<file path="src/hw/rtl/ufc_pkg.sv">
`timescale 1ns / 1ps
package ufc_pkg;

  // Frame layout and check constants
  localparam int unsigned HDR_BYTES        = 20;
  localparam int unsigned COUNT_BITS       = 17;
  localparam logic [16:0] COUNT_MAX        = 17'h1FFFF;
  localparam logic [31:0] CRC_INIT         = 32'hFFFF_FFFF;
  localparam logic [31:0] CRC_POLY         = 32'hEDB8_8320;
  localparam logic [7:0]  FRAME_MAGIC      = 8'h5A;
  localparam int unsigned COUNTER_BITS_DEF = 32;

  // Configuration port
  localparam int unsigned CFG_INDEX_BITS = 1;
  localparam int unsigned CFG_DATA_BITS  = 16;
  localparam logic [CFG_INDEX_BITS-1:0] CFG_CHECK_ENABLE = 1'd0;
  localparam logic [CFG_INDEX_BITS-1:0] CFG_MAX_PAYLOAD  = 1'd1;
  localparam logic        CHECK_ENABLE_RST = 1'b1;
  localparam logic [15:0] MAX_PAYLOAD_RST  = 16'd1400;

  // Verdict codes
  typedef enum logic [2:0] {
    ST_OK          = 3'd0,
    ST_TOO_SHORT   = 3'd1,
    ST_TOO_LONG    = 3'd2,
    ST_BAD_MAGIC   = 3'd3,
    ST_LEN_MISMATCH = 3'd4,
    ST_CRC_MISMATCH = 3'd5,
    ST_NO_CONV_ID  = 3'd6
  } status_t;

  typedef struct packed {
    logic        check_enable;
    logic [15:0] max_payload;
  } cfg_t;

  typedef struct packed {
    status_t     status;
    logic [31:0] session_id;
    logic [31:0] conversation_id;
    logic [15:0] payload_length;
    logic [31:0] pass_count;
    logic [31:0] fail_count;
  } result_t;

  // One byte of reflected CRC-32, LSB first
  function automatic logic [31:0] crc_byte(input logic [31:0] crc, input logic [7:0] d);
    logic [31:0] c;
    c = crc ^ {24'd0, d};
    for (int k = 0; k < 8; k++) begin
      c = c[0] ? ((c >> 1) ^ CRC_POLY) : (c >> 1);
    end
    return c;
  endfunction

endpackage

</file>
<file path="src/hw/rtl/ufc_frame_parse.sv">
`timescale 1ns / 1ps
module ufc_frame_parse #(
  parameter int unsigned COUNTER_BITS = ufc_pkg::COUNTER_BITS_DEF
) (
  input  logic             clk,
  input  logic             rst_n,
  input  ufc_pkg::cfg_t    cfg,
  input  logic             byte_go,
  input  logic [7:0]       data_byte,
  input  logic             last_byte,
  output ufc_pkg::result_t result
);
  import ufc_pkg::*;

  logic [16:0] byte_cnt_r, byte_cnt_nxt;
  logic [31:0] crc_r, crc_nxt;
  logic [7:0]  magic_r, magic_nxt;
  logic [15:0] hdr_len_r, hdr_len_nxt;
  logic [31:0] hdr_sess_r, hdr_sess_nxt;
  logic [31:0] stored_crc_r, stored_crc_nxt;
  logic [31:0] conv_r, conv_nxt;
  logic [COUNTER_BITS-1:0] pass_r, pass_nxt;
  logic [COUNTER_BITS-1:0] fail_r, fail_nxt;

  logic [16:0] pos;
  logic [16:0] total;
  logic [16:0] plen_full;
  logic [16:0] max_total;
  logic [16:0] len_total;
  logic        conv_hit;
  logic [1:0]  conv_lane;
  logic [COUNTER_BITS+31:0] pass_ext, fail_ext;

  assign pos = byte_cnt_r;

  // Header field capture and CRC update for the current byte
  always_comb begin
    magic_nxt      = magic_r;
    hdr_len_nxt    = hdr_len_r;
    hdr_sess_nxt   = hdr_sess_r;
    stored_crc_nxt = stored_crc_r;
    conv_nxt       = conv_r;
    crc_nxt        = crc_r;

    if (pos == 17'd0) magic_nxt = data_byte;
    if (pos == 17'd2) hdr_len_nxt[7:0]  = data_byte;
    if (pos == 17'd3) hdr_len_nxt[15:8] = data_byte;
    if (pos == 17'd4) hdr_sess_nxt[7:0]   = data_byte;
    if (pos == 17'd5) hdr_sess_nxt[15:8]  = data_byte;
    if (pos == 17'd6) hdr_sess_nxt[23:16] = data_byte;
    if (pos == 17'd7) hdr_sess_nxt[31:24] = data_byte;
    if (pos == 17'd16) stored_crc_nxt[7:0]   = data_byte;
    if (pos == 17'd17) stored_crc_nxt[15:8]  = data_byte;
    if (pos == 17'd18) stored_crc_nxt[23:16] = data_byte;
    if (pos == 17'd19) stored_crc_nxt[31:24] = data_byte;

    // stored CRC bytes are skipped by the CRC span
    if (pos < 17'd16 || pos >= 17'(HDR_BYTES)) crc_nxt = crc_byte(crc_r, data_byte);

    // conversation id sits at the payload start
    if (cfg.check_enable) begin
      conv_hit  = (pos >= 17'(HDR_BYTES)) && (pos < 17'(HDR_BYTES + 4));
      conv_lane = 2'(pos - 17'(HDR_BYTES));
    end else begin
      conv_hit  = (pos < 17'd4);
      conv_lane = pos[1:0];
    end
    if (conv_hit) begin
      unique case (conv_lane)
        2'd0: conv_nxt[7:0]   = data_byte;
        2'd1: conv_nxt[15:8]  = data_byte;
        2'd2: conv_nxt[23:16] = data_byte;
        2'd3: conv_nxt[31:24] = data_byte;
        default: conv_nxt = conv_r;
      endcase
    end

    byte_cnt_nxt = (byte_cnt_r < COUNT_MAX) ? byte_cnt_r + 17'd1 : byte_cnt_r;
  end

  assign total     = byte_cnt_nxt;
  assign max_total = {1'b0, cfg.max_payload} + 17'(HDR_BYTES);
  assign len_total = {1'b0, hdr_len_nxt} + 17'(HDR_BYTES);

  // Verdict at the last byte
  always_comb begin
    pass_nxt = pass_r;
    fail_nxt = fail_r;
    result.session_id = 32'd0;
    if (cfg.check_enable) begin
      plen_full = (total >= 17'(HDR_BYTES)) ? total - 17'(HDR_BYTES) : 17'd0;
      if (total < 17'(HDR_BYTES)) begin
        result.status = ST_TOO_SHORT;
      end else begin
        result.session_id = hdr_sess_nxt;
        priority if (total > max_total) begin
          result.status = ST_TOO_LONG;
        end else if (magic_nxt != FRAME_MAGIC) begin
          result.status = ST_BAD_MAGIC;
          fail_nxt = fail_r + COUNTER_BITS'(1);
        end else if (len_total != total) begin
          result.status = ST_LEN_MISMATCH;
          fail_nxt = fail_r + COUNTER_BITS'(1);
        end else if (~crc_nxt != stored_crc_nxt) begin
          result.status = ST_CRC_MISMATCH;
          fail_nxt = fail_r + COUNTER_BITS'(1);
        end else begin
          pass_nxt = pass_r + COUNTER_BITS'(1);
          result.status = (plen_full < 17'd4) ? ST_NO_CONV_ID : ST_OK;
        end
      end
    end else begin
      plen_full = total;
      result.status = (total < 17'd4) ? ST_NO_CONV_ID : ST_OK;
    end
    result.conversation_id = (result.status == ST_OK) ? conv_nxt : 32'd0;
    result.payload_length  = plen_full[16] ? 16'hFFFF : plen_full[15:0];
    pass_ext = {32'd0, pass_nxt};
    fail_ext = {32'd0, fail_nxt};
    result.pass_count = pass_ext[31:0];
    result.fail_count = fail_ext[31:0];
  end

  // Frame state clears after each verdict; counters persist
  always_ff @(posedge clk) begin
    if (!rst_n) begin
      byte_cnt_r   <= '0;
      crc_r        <= CRC_INIT;
      magic_r      <= '0;
      hdr_len_r    <= '0;
      hdr_sess_r   <= '0;
      stored_crc_r <= '0;
      conv_r       <= '0;
      pass_r       <= '0;
      fail_r       <= '0;
    end else if (byte_go) begin
      if (last_byte) begin
        byte_cnt_r   <= '0;
        crc_r        <= CRC_INIT;
        magic_r      <= '0;
        hdr_len_r    <= '0;
        hdr_sess_r   <= '0;
        stored_crc_r <= '0;
        conv_r       <= '0;
        pass_r       <= pass_nxt;
        fail_r       <= fail_nxt;
      end else begin
        byte_cnt_r   <= byte_cnt_nxt;
        crc_r        <= crc_nxt;
        magic_r      <= magic_nxt;
        hdr_len_r    <= hdr_len_nxt;
        hdr_sess_r   <= hdr_sess_nxt;
        stored_crc_r <= stored_crc_nxt;
        conv_r       <= conv_nxt;
      end
    end
  end

endmodule
</file>
<file path="config.mk">
export PLATFORM = sky130hd
export DESIGN_NAME = ufc_frame_parse
export DESIGN_NICKNAME = d
export VERILOG_FILES = /design/src/hw/rtl/ufc_pkg.sv /design/src/hw/rtl/ufc_frame_parse.sv
export SDC_FILE = /design/constraint.sdc
export NUM_CORES = 1
export LEC_CHECK = 0
export ABC_CLOCK_PERIOD_IN_PS = 11000
export BUFFER_PORTS_ARGS = -buffer_cell sky130_fd_sc_hd__buf_2
export CAP_MARGIN = 20
export CORE_ASPECT_RATIO = 0.5
export CORE_MARGIN = 10
export CORE_UTILIZATION = 36
export DETAILED_ROUTE_END_ITERATION = 6
export PLACE_DENSITY = 0.64
export SYNTH_ARGS = -nofsm -noshare
export SYNTH_HDL_FRONTEND = slang
export SYNTH_SLANG_ARGS = --single-unit
</file>
<file path="constraint.sdc">
create_clock -name clk -period 11 [get_ports clk]
set_clock_uncertainty 0.2 [all_clocks]
set_input_delay 1.1 -clock clk [delete_from_list [all_inputs] [get_ports clk]]
set_output_delay 1.1 -clock clk [all_outputs]
set_load 0.005 [all_outputs]
</file>
==> results_dict.tcl <==
set metrics [dict create \
    clock_latency_ns 0.56 \
    clockBufferDepth 3 \
    htreeDepth 1 \
    post_cts_buffers 0 \
    synth-edff-count 0 \
    ctsResizeCount 0 \
    grt_max_degree 67 \
    drc 0 \
    p_per_area_mw_per_mm2 131 \
    syn-num-nets 2230 \
    synthFlopType "dfxtp_1" \
    fin_ws_ns 3.08 \
    vias 16902 \
    critPathMaxFanout 37 \
    post-place-ws_ns 3.78 \
    root_buffer "clkbuf_16" \
    vdd_drop_max_uv 116 \
    grt_first_pass_wirelength_mm 91.6 \
    relSlewSlack_pct 28.3 \
    die_h_um 172 \
    start_kind "flip-flop" \
    die_w_um 323 \
    end_kind "output port" \
    cts_hold_buffers 0 \
    fin_tns_setup_ns 0 \
    ioPinCount 176 \
    grt_pass1_vias 15755 \
    hpwl_mm 41.3 \
    synth_cell_type_count 76 \
    wl_per_cell_um 20.8 \
    totalWireLength_mm 59.5 \
    ys_seq_area_share_pct 28.2 \
    gp_congestion 0.947 \
    drive_gt1_share_pct 13.2 \
    crit_required_ns 9.70 \
    die_area_mm2 0.0555 \
    syn_inst 2177 \
    tightestPinTransition_ns 1.08 \
    path_clk_slew_ns 0.07 \
    grt_setup_unrepaired "no" \
    final_cell_count_no_fill 2866 \
    path_cells "ha_1 -> nand3_1 -> or4_1 -> nand2b_1 -> xor2_1 -> inv_1 -> ha_1 -> nand4_1 -> nor2_1 -> nor4b_1 -> a21oi_1 -> buf_4 -> nor2_2 -> buf_4 -> nor4b_1 -> nand2_1 -> buf_4 -> nor4_1 -> xor2_1 -> buf_2" \
    grt_remaining_overflow 0 \
    power_mw 2.45 \
    cp_slowest_cell "ha_1" \
    yosysWarnings 0 \
    path_common_cell "buf_4" \
    tritoncts "built" \
    avgSynthCellArea_um2 7.61 \
    critPathMaxStageDelay_ns 0.72 \
    hold_viol 0 \
    fp-row-count 55 \
    dp.cells 2817 \
    initial_core_util_pct 36.5 \
    max_clock_freq_mhz 126 \
    ant_nets 0 \
    cts_made_buffers 26 \
    synthToLayoutAreaGrowth_pct 13.2 \
    core_area_mm2 0.0453 \
    clock_sinks 233 \
    nets 2301 \
    synth_area_mm2 0.0166 \
    hold_path.class "flip-flop to flip-flop" \
    status "completed" \
    power.leakage_nw 7.50 \
    path_class "flip-flop to output port" \
    drtPass1Iterations 7 \
    antenna_found_initial 0 \
    drt_iter0_markers 1913 \
    setup_viol 0 \
    synthArstFlopShare_pct 0 \
    portBuffers 175 \
    vias_per_cell 5.90 \
    min_period_ns 7.92 \
    drv_cap 0 \
    synth_seq_cells 233 \
    critPathArrivalTime_ns 6.62 \
    grt_usage_pct 20.5 \
    period_share_pct 72.0 \
    drv_slew 0 \
    final_util_pct 41.3 \
]
[cell usage after synthesis, types with 9 or more instances]
| master | n | area share (%) |
|---|---|---|
| o211ai_1 | 42 | 1.9 |
| and3_1 | 51 | 1.9 |
| buf_2 | 23 | 0.69 |
| xnor2_1 | 105 | 5.6 |
| o21ai_0 | 46 | 1.4 |
| a22oi_1 | 97 | 4.4 |
| nand2_1 | 257 | 5.8 |
| or3_1 | 16 | 0.60 |
| clkbuf_1 | 132 | 3.0 |
| o31ai_1 | 32 | 1.5 |
| xor2_1 | 85 | 4.5 |
| or4_1 | 21 | 0.95 |
| nor4_1 | 27 | 1.0 |
| mux2i_1 | 56 | 3.4 |
| o311ai_0 | 13 | 0.69 |
| dfxtp_1 | 233 | 28 |
| nand4_1 | 42 | 1.6 |
| nor2_1 | 246 | 5.6 |
| o41ai_1 | 15 | 0.79 |
| nand4b_1 | 12 | 0.63 |
| nand3_1 | 112 | 3.4 |
| inv_1 | 36 | 0.82 |
| and2_1 | 15 | 0.57 |
| a21oi_1 | 161 | 4.9 |
| nor3_1 | 44 | 1.3 |
| nand2b_1 | 31 | 1.2 |
| xnor3_1 | 15 | 2.0 |
| ha_1 | 24 | 1.8 |
| a211oi_1 | 9 | 0.41 |
| buf_1 | 11 | 0.25 |
| a31oi_1 | 12 | 0.45 |
| o21a_1 | 12 | 0.54 |
[cell type report]
type                            count  area [µm²]
Multi-Input combinational cell   1740       11200
Tap cell                          598         748
Fill cell                        4581       26600
Sequential cell                   233        4660
Timing Repair Buffer              209        1140
Inverter                           38         148
Clock inverter                     17         215
Clock buffer                       30         676
Antenna cell                        1        2.50
[layout by cell type (no fill, tap or decap), types with 16 or more instances in the layout]
master	synthesis	layout
buf_4	0	33
nand3_1	112	111
nor4_1	27	27
o31ai_1	32	32
clkbuf_16	0	26
xnor2_1	105	105
and3_1	51	51
o21ai_0	46	46
nand4_1	42	42
nor3_1	44	44
or4_1	21	21
or3_1	16	16
nor2_1	246	245
nand2_1	257	256
a21oi_1	161	158
nand2b_1	31	31
buf_2	23	175
inv_1	36	36
a22oi_1	97	97
mux2i_1	56	56
dfxtp_1	233	233
xor2_1	85	85
ha_1	24	24
o211ai_1	42	42
[flip-flops by register name (all words and copies together), names as in the netlist]
| register | cells |
|---|---|
| hdr_sess_r | 32 |
| stored_crc_r | 32 |
| hdr_len_r | 16 |
| fail_r | 32 |
| byte_cnt_r | 17 |
| pass_r | 32 |
| conv_r | 32 |
| crc_r | 32 |
| magic_r | 8 |
[logic make-up after synthesis]
| logic type | Yosys count | share of synthesized area [%] |
|---|---|---|
| compound gates | 514 | 20.7 |
| xor+xnor | 218 | 13.9 |
| fa+ha+maj | 24 | 1.81 |
| buf+inv | 204 | 4.80 |
| flops | 233 | 28.2 |
| mux | 64 | 3.93 |
| simple gates | 920 | 26.7 |
[stage by stage]
step / cell area, µm² / hold WS (ns)
floorplan: 16600 / 0.232
CTS: 18700 / 0.252
global placement: 17800 / 0.238
detailed placement: 17800 / 0.244
global route: 18700 / 0.267
finish: 18700 / 0.252
[power breakdown]
group	total, mW	leakage [nW]	internal, mW	switching, mW
registers	0.903	1.88	0.864	0.0384
clock network	0.934	0.437	0.540	0.395
logic	0.610	5.18	0.264	0.346
total	2.45	7.50	1.67	0.779
[critical path, delay by kind of cell, from the launching register on]
kind	cells	cell delay (ns)
simple gates	10	2.54
compound gates	1	0.09
xor+xnor	2	0.82
flops	1	0.42
fa+ha+maj	2	1.06
buf+inv	5	1.10
[path summary, 6_finish.rpt]
kind         cells past startpoint  slack [ns]            from        endpoint
max                             20        3.08   byte_cnt_r[0]      result[59]
min                              2        0.25  hdr_sess_r[20]  hdr_sess_r[20]
max reg2reg                     17        4.37   byte_cnt_r[0]      pass_r[29]
min reg2reg                      2        0.25  hdr_sess_r[20]  hdr_sess_r[20]
[layer usage]
metal | part of all wire (%) | GRT usage, %
met1 | 43 | 26.7
met2 | 46 | 34.1
met3 | 7.3 | 3.20
met4 | 3.4 | 7.21
met5 | 0 | 0
Power figures use the tool's default switching activity.
